File: src/design/nibble_stuff_manchester_frame_encoder_core_defines.svh
// ----------------------------------------------------------------------------
// Assertion macros for the frame encoder
// Shared concurrent assertion forms used by the encoder RTL.
// ----------------------------------------------------------------------------
`ifndef NIBBLE_STUFF_MANCHESTER_FRAME_ENCODER_CORE_DEFINES_SVH
`define NIBBLE_STUFF_MANCHESTER_FRAME_ENCODER_CORE_DEFINES_SVH

// Same-cycle implication, checked outside reset.
`define NSME_ASSERT_IMPLY(label, clk, rst_n, ante, cons) \
    label: assert property (@(posedge clk) disable iff (!rst_n) (ante) |-> (cons)) \
        else $error("assertion failed");

// Next-cycle implication, checked outside reset.
`define NSME_ASSERT_NEXT(label, clk, rst_n, ante, cons) \
    label: assert property (@(posedge clk) disable iff (!rst_n) (ante) |=> (cons)) \
        else $error("assertion failed");

`endif

File: src/design/nsme_pkg.sv
// ----------------------------------------------------------------------------
// nsme_pkg
// Types, constants and line-code functions of the frame encoder.
// ----------------------------------------------------------------------------
`timescale 1ns / 1ps

package nsme_pkg;

    localparam int unsigned MAX_RESULTS = 7;
    localparam int unsigned CNT_W = 3;

    // Configuration register indexes.
    localparam logic CFG_EVEN_FOOTER = 1'b0;
    localparam logic CFG_ODD_FOOTER  = 1'b1;

    // Line bits that complete an odd frame: two raw ones.
    localparam logic [3:0] PAD_LINE = 4'hA;

    typedef struct packed {
        logic [7:0] data_byte;
        logic       last_byte;
    } in_item_t;

    typedef struct packed {
        logic [7:0] coded_byte;
        logic       frame_end;
    } out_item_t;

    typedef struct packed {
        logic [7:0] running_sum;
        logic [3:0] pending_bits;
        logic       pending_valid;
    } enc_state_t;

    typedef struct packed {
        out_item_t [MAX_RESULTS-1:0] entries;
        logic [CNT_W-1:0]            count;
    } burst_t;

    // Ten line bits of one nibble: data bits LSB first, then a stop one.
    function automatic logic [9:0] nibble_line(input logic [3:0] nib);
        nibble_line = {nib[0], ~nib[0], nib[1], ~nib[1],
                       nib[2], ~nib[2], nib[3], ~nib[3], 2'b10};
    endfunction

    // Twenty line bits of one byte, high nibble first.
    function automatic logic [19:0] byte_line(input logic [7:0] b);
        byte_line = {nibble_line(b[7:4]), nibble_line(b[3:0])};
    endfunction

endpackage

File: src/design/nsme_encode.sv
// ----------------------------------------------------------------------------
// nsme_encode
// Turns one registered item and the frame state into a burst of coded bytes.
// ----------------------------------------------------------------------------
`timescale 1ns / 1ps

module nsme_encode
    import nsme_pkg::*;
(
    input  in_item_t   item,
    input  enc_state_t state_cur,
    input  logic [7:0] even_footer,
    input  logic [7:0] odd_footer,
    output burst_t     burst,
    output enc_state_t state_next
);

    logic [7:0]       sum_new;
    logic [7:0]       check;
    logic [19:0]      code_data;
    logic [19:0]      code_check;
    logic [23:0]      acc;
    logic [2:0]       idx;
    logic [3:0]       pb;
    logic             pv;

    assign sum_new    = state_cur.running_sum + item.data_byte;
    assign check      = 8'd0 - sum_new;
    assign code_data  = byte_line(item.data_byte);
    assign code_check = byte_line(check);

    always_comb begin
        burst = '0;
        idx   = '0;
        pb    = state_cur.pending_bits;
        pv    = state_cur.pending_valid;
        acc   = '0;

        // Payload byte.
        if (pv) begin
            acc = {pb, code_data};
            burst.entries[idx]       = '{coded_byte: acc[23:16], frame_end: 1'b0};
            burst.entries[idx + 3'd1] = '{coded_byte: acc[15:8], frame_end: 1'b0};
            burst.entries[idx + 3'd2] = '{coded_byte: acc[7:0], frame_end: 1'b0};
            idx = idx + 3'd3;
            pb  = '0;
            pv  = 1'b0;
        end else begin
            burst.entries[idx]       = '{coded_byte: code_data[19:12], frame_end: 1'b0};
            burst.entries[idx + 3'd1] = '{coded_byte: code_data[11:4], frame_end: 1'b0};
            idx = idx + 3'd2;
            pb  = code_data[3:0];
            pv  = 1'b1;
        end

        if (item.last_byte) begin
            // Checksum byte.
            if (pv) begin
                acc = {pb, code_check};
                burst.entries[idx]       = '{coded_byte: acc[23:16], frame_end: 1'b0};
                burst.entries[idx + 3'd1] = '{coded_byte: acc[15:8], frame_end: 1'b0};
                burst.entries[idx + 3'd2] = '{coded_byte: acc[7:0], frame_end: 1'b0};
                idx = idx + 3'd3;
                pb  = '0;
                pv  = 1'b0;
            end else begin
                burst.entries[idx]       = '{coded_byte: code_check[19:12], frame_end: 1'b0};
                burst.entries[idx + 3'd1] = '{coded_byte: code_check[11:4], frame_end: 1'b0};
                idx = idx + 3'd2;
                pb  = code_check[3:0];
                pv  = 1'b1;
            end

            // Padding and footer.
            if (pv) begin
                burst.entries[idx]       = '{coded_byte: {pb, PAD_LINE}, frame_end: 1'b0};
                burst.entries[idx + 3'd1] = '{coded_byte: odd_footer, frame_end: 1'b1};
                idx = idx + 3'd2;
            end else begin
                burst.entries[idx] = '{coded_byte: even_footer, frame_end: 1'b1};
                idx = idx + 3'd1;
            end
            pb = '0;
            pv = 1'b0;
        end

        burst.count = idx;
    end

    always_comb begin
        if (item.last_byte) begin
            state_next = '0;
        end else begin
            state_next.running_sum   = sum_new;
            state_next.pending_bits  = pb;
            state_next.pending_valid = pv;
        end
    end

endmodule

File: src/design/nsme_obuf.sv
// ----------------------------------------------------------------------------
// nsme_obuf
// Result buffer: holds a burst of coded bytes, sends one per cycle while ready.
// ----------------------------------------------------------------------------
`timescale 1ns / 1ps

module nsme_obuf
    import nsme_pkg::*;
(
    input  logic              aclk,
    input  logic              aresetn,
    input  logic              load,
    input  burst_t            burst,
    input  logic              m_ready,
    output logic              m_valid,
    output out_item_t         m_data,
    output logic [CNT_W-1:0]  count
);

    out_item_t [MAX_RESULTS-1:0] entries_reg;
    out_item_t [MAX_RESULTS-1:0] entries_next;
    logic [CNT_W-1:0]            cnt_reg;
    logic [CNT_W-1:0]            cnt_next;
    logic                        pop;

    assign m_valid = (cnt_reg != '0);
    assign m_data  = entries_reg[0];
    assign count   = cnt_reg;
    assign pop     = m_valid && m_ready;

    always_comb begin
        entries_next = entries_reg;
        cnt_next     = cnt_reg;
        if (load) begin
            entries_next = burst.entries;
            cnt_next     = burst.count;
        end else if (pop) begin
            // Shift the queue down by one entry.
            for (int i = 0; i < MAX_RESULTS - 1; i++) begin
                entries_next[i] = entries_reg[i + 1];
            end
            cnt_next = cnt_reg - 3'd1;
        end
    end

    always_ff @(posedge aclk) begin
        entries_reg <= entries_next;
        if (!aresetn) begin
            cnt_reg <= '0;
        end else begin
            cnt_reg <= cnt_next;
        end
    end

endmodule

File: src/design/nibble_stuff_manchester_frame_encoder_core.sv
// ----------------------------------------------------------------------------
// nibble_stuff_manchester_frame_encoder_core
// Frame line encoder: checksum, nibble stuffing and Manchester coding.
// ----------------------------------------------------------------------------
// Each payload item is one byte with a last flag. The block keeps an 8-bit
// running sum and, after the last byte, appends the two's-complement
// checksum so that the frame sums to zero. Every byte is split into nibbles
// (high first), each nibble goes out as its four bits LSB first plus a stop
// one, and every raw bit is Manchester coded as the bit followed by its
// inverse. Line bits are packed into bytes MSB first. A frame with an odd
// byte count is padded with two raw ones, and a footer byte chosen by the
// parity of the frame's byte count closes it with frame_end set. A payload
// byte produces two or three result items and a last byte six or seven; the
// result port sends one item per cycle while m_ready is high, so the
// sustained rate is set by that port. The input register takes the next
// item while the result buffer is still draining, and a new burst is loaded
// in the same cycle as the final item of the previous one leaves, so the
// result port streams without gaps. No clearing pass follows reset.
// ----------------------------------------------------------------------------
`timescale 1ns / 1ps

`include "nibble_stuff_manchester_frame_encoder_core_defines.svh"

module nibble_stuff_manchester_frame_encoder_core
    import nsme_pkg::*;
(
    input  logic       aclk,
    input  logic       aresetn,

    input  logic       s_valid,
    output logic       s_ready,
    input  in_item_t   s_data,

    output logic       m_valid,
    input  logic       m_ready,
    output out_item_t  m_data,

    input  logic       cfg_we,
    input  logic       cfg_index,
    input  logic [7:0] cfg_wdata
);

    // Configuration registers.
    logic [7:0] even_footer_reg;
    logic [7:0] odd_footer_reg;

    // Input register: holds one item until its burst goes into the buffer.
    in_item_t   item_reg;
    logic       item_valid_reg;

    // Frame state, updated when a burst is loaded.
    enc_state_t state_reg;
    enc_state_t state_next;

    burst_t            burst;
    logic              load;
    logic [CNT_W-1:0]  buf_count;

    // The buffer may take a new burst when it is empty or its final item is
    // leaving in this cycle.
    assign load    = item_valid_reg &&
                     ((buf_count == '0) || ((buf_count == 3'd1) && m_ready));
    assign s_ready = !item_valid_reg || load;

    always_ff @(posedge aclk) begin
        if (!aresetn) begin
            even_footer_reg <= '0;
            odd_footer_reg  <= '0;
            item_valid_reg  <= 1'b0;
            state_reg       <= '0;
        end else begin
            if (cfg_we) begin
                case (cfg_index)
                    CFG_EVEN_FOOTER: even_footer_reg <= cfg_wdata;
                    CFG_ODD_FOOTER:  odd_footer_reg  <= cfg_wdata;
                    default: ;
                endcase
            end
            if (s_valid && s_ready) begin
                item_valid_reg <= 1'b1;
            end else if (load) begin
                item_valid_reg <= 1'b0;
            end
            if (load) begin
                state_reg <= state_next;
            end
        end
    end

    // Payload register needs no reset.
    always_ff @(posedge aclk) begin
        if (s_valid && s_ready) begin
            item_reg <= s_data;
        end
    end

    nsme_encode u_encode (
        .item        (item_reg),
        .state_cur   (state_reg),
        .even_footer (even_footer_reg),
        .odd_footer  (odd_footer_reg),
        .burst       (burst),
        .state_next  (state_next)
    );

    nsme_obuf u_obuf (
        .aclk    (aclk),
        .aresetn (aresetn),
        .load    (load),
        .burst   (burst),
        .m_ready (m_ready),
        .m_valid (m_valid),
        .m_data  (m_data),
        .count   (buf_count)
    );

    // The footer is always the final item of its burst.
    `NSME_ASSERT_IMPLY(a_footer_last, aclk, aresetn, m_valid && m_data.frame_end, buf_count == 3'd1)
    // A burst is never loaded over items that are not yet delivered.
    `NSME_ASSERT_IMPLY(a_no_overwrite, aclk, aresetn, load, (buf_count == '0) || m_ready)
    // Closing a frame returns the frame state to zero.
    `NSME_ASSERT_NEXT(a_frame_reset, aclk, aresetn, load && item_reg.last_byte, state_reg == '0)
    // A loaded burst holds two to seven items.
    `NSME_ASSERT_NEXT(a_burst_size, aclk, aresetn, load, buf_count >= 3'd2)

endmodule

File: config.mk
export PLATFORM = sky130hd
export DESIGN_NAME = nibble_stuff_manchester_frame_encoder_core
export DESIGN_NICKNAME = d
export VERILOG_FILES = /design/src/design/nsme_pkg.sv /design/src/design/nsme_encode.sv /design/src/design/nsme_obuf.sv /design/src/design/nibble_stuff_manchester_frame_encoder_core.sv
export VERILOG_INCLUDE_DIRS = /design/src /design/src/design
export SDC_FILE = /design/constraint.sdc
export NUM_CORES = 1
export LEC_CHECK = 0
export ABC_AREA = 1
export BUFFER_PORTS_ARGS = -buffer_cell sky130_fd_sc_hd__buf_2
export CAP_MARGIN = 25
export CORE_ASPECT_RATIO = 1.4
export CORE_MARGIN = 2
export CORE_UTILIZATION = 50
export CTS_BUF_LIST = sky130_fd_sc_hd__clkbuf_4 sky130_fd_sc_hd__clkbuf_8 sky130_fd_sc_hd__clkbuf_16
export DETAILED_ROUTE_END_ITERATION = 10
export PLACE_DENSITY = 0.77
export SETUP_SLACK_MARGIN = 0.5
export SYNTH_ARGS = -nofsm -noshare
export SYNTH_HDL_FRONTEND = slang
export SYNTH_SLANG_ARGS = --single-unit
File: constraint.sdc
create_clock -name aclk -period 6.68 [get_ports aclk]
set_clock_uncertainty 0.2 [all_clocks]
set_input_delay 0.668 -clock aclk [delete_from_list [all_inputs] [get_ports aclk]]
set_output_delay 0.668 -clock aclk [all_outputs]
set_load 0.05 [all_outputs]
======== Word level (Yosys, flattened, before mapping) ========
Index checks and enable logic that the tools add are counted.
storage, ports and cells
  output and inout port bits .............. 11
  register bits ........................... 105
  logic and storage cells ................. 119
  input port bits ......................... 23
cells by class
  $add $sub $neg .......................... 8
  order comparisons ....................... 10
  bitwise operators ....................... 17
  mux-type cells .......................... 42
  reduce and logical (&&, ||, !) cells .... 18
  equality and inequality tests ........... 1
operator list
  cell                                                         count
  bitwise mux 63 bit                                           8
  two-way mux 63 bit                                           3
  two-way mux 54 bit                                           3
  demux 9 bit (select 3 bit)                                   5
  two-way mux 9 bit                                            6
  two-way mux 18 bit                                           1
  two-way mux 3 bit                                            6
  NOT 1 bit                                                    17
  less-than comparator 3 x 4 -> 1 bit (second input constant)  4
  two-way mux 13 bit                                           1
  >= comparator 3 x 1 -> 1 bit (second input constant)         4
  two-way mux 4 bit                                            3
  logical AND 1 bit                                            9
  adder 8 bit                                                  1
  subtractor 1 x 8 -> 8 bit (first input constant)             1
  adder 2 x 2 -> 3 bit (second input constant)                 2
  two-way mux 1 bit                                            6
  less-than comparator 2 x 4 -> 1 bit (second input constant)  1
  AND reduction 2 bit                                          2
  nonzero test 2 bit                                           2
  adder 2 x 1 -> 3 bit (second input constant)                 1
  adder 3 x 1 -> 3 bit (second input constant)                 1
  adder 3 x 2 -> 3 bit (second input constant)                 1
  == test 3 x 1 -> 1 bit (second input constant)               1
  other kinds (6)                                              7

======== Logic depth before layout (Yosys ltp) ========
Gate-level depths: netlist of the first run.
  depth after elaboration ................. 15
  gate-level depth with buffers ........... 14
  mapped depth without buffers ............ 14

======== Hierarchy ========
A second synthesis of the first run with hierarchy kept.
second synthesis, totals
  cells, all modules ...................... 740
  area total of the unflattened synthesis .. 5670.4 µm²
by module, submodules not included
  module                                      instances  area each (µm²)  cells an instance  sequential area each (µm²)
  nsme_obuf                                   1          2865.2           278                1951.9
  nibble_stuff_manchester_frame_encoder_core  1          1575.3           201                870.8
  nsme_encode                                 1          1229.9           261                0.0

======== Worst setup path after synthesis of the first run ========
Ideal clock, no wire load.
  path type ............................... register to register
  start point ............................. reg u_obuf.cnt_reg[0], in the netlist u_obuf.count[0]
  end point ............................... reg u_obuf.cnt_reg[1], in the netlist u_obuf.count[1]
  path slack .............................. 3682 ps
  data arrival time ....................... 2710 ps
  buffers on the path ..................... 0
  required time ........................... 6392 ps
  cell stages (with the launch flop) ...... 8
  setup time .............................. 88 ps
  period minus slack after synthesis ...... 2998 ps
  cell sequence ........................... dfxtp_1 -> inv_1 -> ha_1 -> nand2_1 -> o21ai_0 -> inv_1 -> o21ai_0 -> a31oi_1
on the way
  elaborated cells on any way between the ends .. 11
  classes of those cells .................. add/sub (1); eq/ne (1); mux (2); reduce/logical (7)
RTL lines
  item                          line                                              text
  start, declared               nsme_obuf.sv:22                                   logic [CNT_W-1:0] cnt_reg;
  start signal, assigned        nsme_obuf.sv:51                                   cnt_reg <= cnt_next;
  nonzero test 3 bit            nsme_obuf.sv:26                                   assign m_valid = (cnt_reg != '0);
  via m_valid                   nibble_stuff_manchester_frame_encoder_core.sv:34  output logic m_valid,
  logical AND 1 bit             nsme_obuf.sv:29                                   assign pop = m_valid && m_ready;
  nonzero test 2 bit (no line)  --
The timed path passes the listed nets, and every way through them passes these cells. The select of a mux whose other input is x is not followed.
A chain may end at the register's enable or synchronous reset.

==> summary.txt, run 1 <==
Global routing
  – Initial antenna violation count: 0
  – Vias in the first global route: 3,471
  – Gr usage total: between 10% and 20%
  – Gr ovfl total: 0
  – Pin count of the biggest net entering global routing: 60
  – First-pass GRT wire length: approximately 16 mm

Clock network
  – Worst skew pair latency: around 0.34 ns
  – # H-tree levels: 3
  – CTS resizes: 0
  – CTS Sinks: between 100 and 150
  – CTS root buffer: clkbuf_16
  – Clock Path Buffers: 2
  – TritonCTS clock tree: yes
  – Postcts setup bufs: 0
  – Total CTS buffers: 9
  – Cts hold-fix bufs: 0
  – CTS clk-pin slew, worst paths: 0.07 ns

Finish
  – Ratio of cells with drive above 1 in the final layout: about 14%
  – Fin nets: 583
  – Fillers: about 800
  – Area grow syn2layout: 10.7%
  – Post-Layout Cell Count: 685
  – Max FFs per register: 54
  – Commonest non-fill, non-tap cells in the layout: nand2_1 (134), edfxtp_1 (72), inv_1 (49), nor2_1 (49), nand3_1 (40)
  – Commonest non-fill, non-tap cell in the layout: nand2_1
  – Number of inserted diodes: 0

Place
  – Placer congestion estimate: between 0.8 and 0.9
  – Place WS: around 3.9 ns
  – Post-Place Cells: approximately 670
  – Input/output buffers: 33
  – Detailed placer's ending HPWL: 6.65 mm

Critical path
  – CP Capture Type: flip-flop
  – Data required time of the worst path: roughly 6.6 ns
  – Setup CP Type: flip-flop to flip-flop
  – Worst-path fanout max: 4
  – Startpoint Class: flip-flop
  – Arr. time, crit path: around 2.6 ns

Synth
  – Syn Inst Count: 527
  – Main synth FF type: edfxtp_1
  – Unique masters post-synth: 38
  – Yosys reg bits: between 100 and 150
  – Synth Cell Area: 0.00490 mm^2
  – Mean post-synth cell area: roughly 9.3 um^2
  – Ys async rst share: 0%
  – EDFF count, synth: slightly above 70
  – Register area share after synthesis: ~57%
  – Syn. warnings: 0
  – Post-synthesis net count: between 500 and 600

STA
  – Fin crit share: between 40% and 50%
  – Slew @ Worst Pin: approximately 0.85 ns
  – Final setup TNS: 0 ns
  – Fin worst setup slack: 3.95 ns
  – Fmax: about 370 MHz
  – Fin. Hold Viols: 0
  – Max-slew violations: 0
  – Period minus WS final: between 2 and 3 ns
  – Final setup violation count: 0
  – Max_slew headroom: between 40% and 50%
  – RSZ-0062 raised after global routing: no

Power
  – Tot Pwr: ~2.4 mW
  – Leakage: between 2 and 2.5 nW
  – PwrDens: 443 mW/mm^2
  – Max VDD drop: around 250 uV

Job
  – Number of max-cap violations: 0

Floorplan
  – Die Area: around 0.011 mm^2
  – Row cnt: 42
  – Die boundary width: between 80 and 90 um
  – Initial Utilization: between 50% and 60%
  – Die Height: ~120 um
  – Core area: roughly 0.0095 mm^2
  – Ports: 34

Hold path
  – Tightest Hold Check Type: flip-flop to flip-flop

Run status
  – Status: completed

Route
  – Antenna-violating nets left: 0
  – Vias per cell: around 5.3
  – DRT iter0 DRCs: about 270
  – Post-Route WL: 9.75 mm
  – Routed len/inst: 14.2 um
  – Drt first pass iters: 4
  – Drt drc: 0
  – DR vias: 3,597
-- cell families (layout without fill, tap and decap cells) --
kind of cell    after synthesis  in the layout  share of synthesized area [%]
compound gates               87             87                           10.5
xor+xnor                      3              3                          0.536
fa+ha+maj                    12             12                           3.22
buf+inv                      78            104                           7.04
flops                       103            103                           56.7
mux                           1              1                          0.204
simple gates                243            243                           21.7
-- worst paths after layout --
path,end,slack (ns),cells past startpoint,start
min,odd_footer_reg[1],0.26,2,odd_footer_reg[1]
max reg2reg,u_obuf.entries_reg[31],3.95,13,item_reg[1]
max,u_obuf.entries_reg[31],3.95,13,item_reg[1]
min reg2reg,odd_footer_reg[1],0.26,2,odd_footer_reg[1]
-- worst max-delay path: stages, from the launching register on --
cell	delay (ns)
edfxtp_1	0.46
ha_1	0.28
fa_1	0.47
inv_1	0.09
ha_1	0.17
inv_1	0.05
nor2_1	0.16
nand3_2	0.14
inv_1	0.08
nand3_1	0.09
nand2_1	0.09
nand2_1	0.08
nand2_1	0.10
nand2_1	0.05
-- metal layers --
metal | global-route usage (%) | up-vias | share of wire, %
met2 | 33.9 | 72 | 53
met5 | 0 | - | 0
li1 | - | 1799 | -
met4 | 8.65 | 0 | 2.7
met1 | 22.8 | 1705 | 41
met3 | 4.35 | 21 | 2.9
-- synthesized netlist by cell type, types with 2 or more instances --
master	number	area, um^2
nand2_1	134	503
edfxtp_1	72	2160
inv_1	50	188
nor2_1	49	184
nand3_1	40	200
o21ai_0	39	195
dfxtp_1	31	621
a21oi_1	23	115
buf_2	12	60.1
ha_1	11	138
buf_4	10	75.1
nand2_2	6	37.5
nand3_2	5	50.1
clkbuf_1	4	15.0
o211ai_1	4	30.0
a21o_1	3	22.5
nor2_2	3	18.8
o22ai_1	3	18.8
a22o_1	2	17.5
inv_2	2	7.51
nand2_4	2	22.5
nor2_4	2	22.5
o21a_1	2	15.0
o21ai_2	2	17.5
o22a_1	2	17.5
xnor2_1	2	17.5
-- area by class of cell --
type	instances	area [um^2]	share of cell area [%]
multi-input cells	346	1780	32.7
well taps	132	165	3.04
repair buffers	36	220	4.06
clock buffers	11	253	4.66
clock inverters	5	37.5	0.691
flip-flops and latches	103	2780	51.3
inverters	52	195	3.60
-- where the power goes --
part | switching, mW | internal (mW) | total [mW] | leakage (nW)
registers | 0.0754 | 1.01 | 1.09 | 0.960
clock network | 0.232 | 0.275 | 0.507 | 0.139
logic | 0.569 | 0.237 | 0.806 | 1.22
-- through the flow --
| stage | area (um^2) | hold slack (ns) | utilization, % |
|---|---|---|---|
| 6_report | 5430 | 0.257 | 57.1 |
| 5_1_grt | 5430 | 0.282 | 57.1 |
| 4_1_cts | 5400 | 0.257 | 56.8 |
| 3_5_place_dp | 5110 | 0.247 | 53.7 |
| 3_3_place_gp | 5090 | 0.241 | 53.5 |
| 2_1_floorplan | 4900 | 0.230 | - |
Note: power is estimated with default switching activity, not from simulation.
==> inputs of run 2 (changes only) <==
Clock period 6.68 ns to 2.63 ns, I/O delays scaled along.
==> run 2 against run 1 <==
Against the previous run: die area unchanged; maximum frequency up 9.1%; register-to-register slack got worse by 3.8 ns; first-iteration DRC count increased by 12%; routed wire length is 10% higher; largest cell class unchanged; final area up 8.9%; critical path type unchanged; core utilization is 5.1 points higher; clock power grew to 2.6 times the previous value.
==> summary.txt, run 2 (synthesis results as in run 1) <==
Run status
  – Status: completed

STA
  – Slew @ Worst Pin: roughly 0.53 ns
  – Period minus WS final: 2.50 ns
  – RSZ-0062 raised after global routing: yes
  – Fmax: ~400 MHz
  – Max-slew violations: 0
  – Worst hold slack: about 0.13 ns
  – Fin. Hold Viols: 0
  – Final setup violation count: 0
  – Fin crit share: ~95%
  – Max_slew headroom: around 64%
  – Fin worst setup slack: roughly 0.13 ns
  – Final setup TNS: 0 ns

Route
  – Drt first pass iters: 5
  – Post-Route WL: roughly 11 mm
  – Routed len/inst: 15.0 um
  – Drt drc: 0
  – Antenna-violating nets left: 0
  – DRT iter0 DRCs: a little over 300
  – DR vias: between 3,000 and 4,000
  – Vias per cell: between 5 and 6

Power
  – PwrDens: about 1100 mW/mm^2
  – Tot Pwr: around 6.4 mW
  – Max VDD drop: 716 uV
  – Reg power frac: 43.1%
  – Leakage: 2.50 nW
  – Switching share of total power: a little under two fifths
  – Clock power frac: just over 20%
  – Power Internal: 4.07 mW
  – P_sw: around 2.4 mW
  – Gate power share: between 30% and 40%

Critical path
  – Crit-path slowest cell: edfxtp_1
  – Startpoint Class: flip-flop
  – Worst-path fanout max: 5
  – CP Cell Sequence: ha_4, fa_2, nand2_2, nand2_4, nor2_8, nand3_2, nor2_4, nand3_2, nand2_1, nand3_1, nand3_1, nand2_1
  – Setup CP Type: flip-flop to flip-flop
  – Data required time of the worst path: approximately 2.5 ns
  – CP Capture Type: flip-flop
  – Crit path max-delay family: simple AND/OR/NAND/NOR gates
  – Arr. time, crit path: between 2 and 2.5 ns
  – WP buf/inv: 0
  – Slowest stage delay, CP: 0.43 ns

Hold path
  – Tightest Hold Check Type: input port to flip-flop

Floorplan
  – Die Area: between 0.01 and 0.015 mm^2
  – Die boundary width: about 88 um
  – Initial Utilization: ~52%
  – Core area: ~0.0095 mm^2
  – Die Height: approximately 120 um
  – Row cnt: 42
  – Ports: 34

Finish
  – Max FFs per register: 54
  – Fin nets: ~600
  – Cell area after layout: between 0.005 and 0.006 mm^2
  – Ratio of cells with drive above 1 in the final layout: between 20% and 30%
  – Commonest non-fill, non-tap cell in the layout: nand2_1
  – Area grow syn2layout: 20.6%
  – Fillers: about 760
  – Number of inserted diodes: 0
  – Register area: roughly 0.0028 mm^2
  – End-of-flow core utilization: about 62%
  – Commonest non-fill, non-tap cells in the layout: nand2_1 (125), edfxtp_1 (72), nor2_1 (47), inv_1 (44), nand3_1 (38)
  – Post-Layout Cell Count: a little over 700
  – Area of the multi-input gates: 0.00196 mm^2

Clock network
  – Total CTS buffers: 9
  – TritonCTS clock tree: yes
  – CTS Sinks: a little over 100
  – Clock Path Buffers: 2
  – # H-tree levels: 3
  – Worst skew pair latency: approximately 0.35 ns
  – CTS root buffer: clkbuf_16
  – CTS clk-pin slew, worst paths: approximately 0.070 ns

Place
  – Placer congestion estimate: around 0.93
  – Place WS: 0.188 ns
  – DP Area: between 0.005 and 0.006 mm^2
  – Post-Place Cells: around 670
  – Input/output buffers: 33
  – Detailed placer's ending HPWL: ~7 mm

Job
  – Number of max-cap violations: 0

Global routing
  – First-pass GRT wire length: about 17 mm
  – Pin count of the biggest net entering global routing: slightly below 60
  – Gr ovfl total: 0
  – Gr usage total: between 20% and 30%
  – Vias in the first global route: ~3,800
  – Initial antenna violation count: 0
-- run 2: final timing paths --
kind / end / cells after the start / slack, ns / startpoint
setup / recovery: u_obuf.entries_reg[33] / 12 / 0.13 / item_reg[1]
hold / removal: odd_footer_reg[5] / 3 / 0.13 / aresetn
setup reg to reg: u_obuf.entries_reg[33] / 12 / 0.13 / item_reg[1]
hold reg to reg: odd_footer_reg[5] / 2 / 0.26 / odd_footer_reg[5]
-- run 2: worst min-delay path, stage by stage --
cell and delay (ns):
buf_2 0.21, o21ai_0 0.11, a21oi_1 0.04
-- run 2: power groups by stage --
stage / combinational, mW / sequential, mW / clock, mW
global placement: 2.13 / 2.77 / 0
floorplan: 1.78 / 2.75 / 0
finish: 2.35 / 2.77 / 1.31
detailed placement: 2.20 / 2.80 / 0
global route: 2.58 / 2.83 / 1.39
CTS: 2.27 / 2.77 / 1.32
-- run 2: per-layer routing --
layer | global-route usage (%) | share of wire [%]
met3 | 3.88 | 4.0
met2 | 37.1 | 53
met5 | 0 | 0
met4 | 11.7 | 3.9
met1 | 24.3 | 39
-- run 2: area by class of cell --
cell class                 count  area share, %
clock buffer                  11           4.36
clock inverter                 5          0.656
inverter                      52           3.36
multi-input combinational    346           33.1
sequential                   103           47.1
tap                          132           2.79
timing repair buffer          69           8.67
-- run 2: timing repair --
| action | 4_1_cts | 5_1_grt |
|---|---|---|
| setup buffers | 5 | 6 |
| hold buffers | 18 | 0 |
| hold endpoints to repair | 18 | 0 |
| endpoints found under the setup margin | 24 | 35 |
| pin swaps | 3 | 3 |
| resized for setup | 7 | 21 |
==> inputs of run 3 (changes only) <==
Settings changed: ABC_AREA 1 to not set.
==> run 3 against run 2 <==
Against the previous run: the run now ends with negative setup slack left; routed wire length is 12% higher; core utilization is 7.3 points higher; critical path depth is 4 lower; clock power hardly changed; synthesized cell count is 17% lower; register-to-register slack worse by 0.53 ns; final cell count is 9.1% lower; global-route usage is 0.71 points higher; largest power group unchanged; highest routed layer unchanged.
==> summary.txt, run 3 <==
Synth
  – Share of the synthesized area in the top cell type: about 45%
  – Register area share after synthesis: between 50 and 60%
  – Post-synthesis net count: 475
  – Syn. warnings: 0
  – Ys async rst share: 0%
  – Unique masters post-synth: 53
  – EDFF count, synth: 72
  – Mean post-synth cell area: about 11 um^2
  – Synth Cell Area: roughly 0.0048 mm^2
  – Top cells by area, synth: edfxtp_1 (45%), dfxtp_1 (13%), nand2_1 (3.8%), o21ai_0 (3.4%), ha_1 (2.9%)
  – Most frequent cell after synthesis: edfxtp_1
  – Syn Inst Count: between 400 and 500
  – Leading area contributor after synthesis: edfxtp_1
  – Most frequent cells after synthesis: edfxtp_1 (72), nand2_1 (49), nor2_1 (36)
  – Yosys reg bits: a little over 100
  – Main synth FF type: edfxtp_1

Critical path
  – R2r endpoint: u_obuf.entries_reg[29]
  – Worst R2R Path Depth: 8
  – Worst r2r src: item_reg[1]
  – CP Capture Type: flip-flop
  – Setup slack, reg-to-reg: -0.40 ns
  – Startpoint Class: flip-flop
  – Setup CP Type: flip-flop to flip-flop
  – Data required time of the worst path: around 2.5 ns
  – Worst-path fanout max: 4
  – Arr. time, crit path: roughly 2.9 ns

Place
  – Input/output buffers: 33
  – Placer congestion estimate: 0.883
  – Detailed placer's ending HPWL: 6.71 mm
  – Place WS: -0.342 ns

STA
  – Max_slew headroom: between 50% and 60%
  – Final setup TNS: -3.56 ns
  – Fin. Hold Viols: 0
  – Fin worst setup slack: -0.397 ns
  – Fin crit share: 115%
  – Period minus WS final: between 3 and 4 ns
  – Final setup violation count: 16
  – Slew @ Worst Pin: around 0.6 ns
  – RSZ-0062 raised after global routing: yes
  – Max-slew violations: 0
  – Fmax: ~330 MHz

Floorplan
  – Die Height: approximately 120 um
  – Core area: ~0.0094 mm^2
  – Die boundary width: just under 90 um
  – Row cnt: 42
  – Ports: 34
  – Die Area: 0.0104 mm^2
  – Initial Utilization: between 50% and 60%

Run status
  – Failing checks: negative setup slack
  – Status: finished, violations left

Hold path
  – Hold EP: odd_footer_reg[1]
  – Worst hold path cell count: 3
  – Min-delay src: cfg_index
  – Tightest Hold Check Type: input port to flip-flop

Global routing
  – Pin count of the biggest net entering global routing: 81
  – Vias in the first global route: around 3,700
  – Initial antenna violation count: 0
  – Gr usage total: 22.1%
  – First-pass GRT wire length: 17.6 mm
  – Gr ovfl total: 0

Route
  – Antenna-violating nets left: 0
  – Drt drc: 0
  – Drt first pass iters: 5
  – Post-Route WL: about 12 mm
  – Routed len/inst: around 18 um
  – DR vias: roughly 3,800
  – Vias per cell: 5.85
  – DRT iter0 DRCs: ~380

Finish
  – Commonest non-fill, non-tap cell in the layout: edfxtp_1
  – Fin nets: roughly 570
  – Number of inserted diodes: 0
  – Fillers: about 620
  – Commonest non-fill, non-tap cells in the layout: edfxtp_1 (72), buf_4 (55), nand2_1 (46), buf_2 (32), dfxtp_1 (28)
  – End-of-flow core utilization: around 69%
  – Max FFs per register: 54
  – Ratio of cells with drive above 1 in the final layout: ~37%
  – Area grow syn2layout: 35.7%

Clock network
  – Worst skew pair latency: ~0.35 ns
  – TritonCTS clock tree: yes
  – Total CTS buffers: 9
  – Clock Path Buffers: 2
  – CTS clk-pin slew, worst paths: around 0.070 ns
  – # H-tree levels: 3
  – CTS root buffer: clkbuf_16
  – CTS Sinks: roughly 100

Power
  – PwrDens: roughly 980 mW/mm^2
  – Leakage: approximately 2.6 nW
  – Max VDD drop: 992 uV

Job
  – Number of max-cap violations: 0
-- run 3: changes by cell type in the layout (fill, tap and decap cells not counted), sizes merged, moves of 5 or more --
cell	delta
nand3	-28
and2	+8
nand2	-93
mux2	+8
o21ai	-7
buf	+49
mux2i	+12
and3	+9
a21o	+5
nor2	-19
nor3	+7
inv	-41
-- run 3: final cells by class --
| class | count | area, um^2 | area share, % |
|---|---|---|---|
| clock buffers | 11 | 240 | 3.67 |
| well taps | 110 | 138 | 2.11 |
| repair buffers | 120 | 976 | 14.9 |
| multi-input cells | 292 | 2300 | 35.1 |
| repair inverters | 1 | 7.51 | 0.115 |
| clock inverters | 5 | 38.8 | 0.593 |
| inverters | 11 | 51.3 | 0.785 |
| flip-flops and latches | 103 | 2790 | 42.7 |
-- run 3: worst max-delay path: stages, from the launching register on --
cell      delay [ns]
edfxtp_1        0.39
ha_2            0.20
fa_2            0.37
and3_4          0.17
or3_4           0.33
a221o_1         0.36
nor3b_4         0.35
mux2i_2         0.32
o21ai_1         0.09
-- run 3: cell families after synthesis --
family / count (synthesis) / share of synthesized area [%]
xor gates and xnor gates: 7 / 1.27
buffers and inverters: 45 / 4.21
and+or+nand+nor: 142 / 13.9
AOI/OAI and AO/OA: 110 / 15.0
DFF: 103 / 57.8
muxes: 21 / 4.57
adders and majority gates: 12 / 3.27
-- run 3: layer usage --
| metal | vias to the layer above | part of all wire (%) | GRT usage (%) |
|---|---|---|---|
| met5 | - | 0 | 0 |
| met4 | 0 | 4.1 | 11.2 |
| met3 | 39 | 4.7 | 5.02 |
| met2 | 134 | 54 | 38.6 |
| met1 | 1848 | 37 | 24.6 |
| li1 | 1796 | - | - |
-- run 3: how the worst max path moves through the flow --
| stage | from | end | slack, ns |
|---|---|---|---|
| finish | item_reg[1] | u_obuf.entries_reg[29] | -0.40 |
| global route | item_reg[1] | u_obuf.entries_reg[29] | -0.47 |
| CTS | item_reg[1] | u_obuf.entries_reg[33] | -0.28 |
| detailed placement | item_reg[1] | u_obuf.entries_reg[33] | -0.34 |
| global placement | item_reg[1] | u_obuf.entries_reg[33] | -0.27 |
| floorplan | item_reg[1] | u_obuf.entries_reg[33] | -0.22 |
-- run 3: through the flow --
| stage | total power, mW | instances | hold slack (ns) | area, um^2 |
|---|---|---|---|---|
| 2_1_floorplan | 3.96 | 440 | 0.162 | 4890 |
| 3_3_place_gp | 4.38 | 592 | 0.239 | 5370 |
| 5_1_grt | 6.68 | 653 | 0.0741 | 6540 |
| 4_1_cts | 6.05 | 645 | 0.0463 | 6240 |
| 6_report | 6.40 | 653 | 0.0619 | 6540 |
| 3_5_place_dp | 4.45 | 592 | 0.242 | 5370 |
-- run 3: report_power, final --
part / switching [mW] / internal [mW]
logic: 1.44 / 1.09
registers: 0.192 / 2.41
clock network: 0.606 / 0.671
-- run 3: repair_timing --
action / 4_1_cts / 5_1_grt
endpoints found under the setup margin: 40 / 45
pin swaps: 19 / 12
hold buffers: 19 / 0
setup buffers: 15 / 8
gates resized for setup: 52 / 55
endpoints found under the hold margin: 27 / 0
gates cloned: 3 / 0
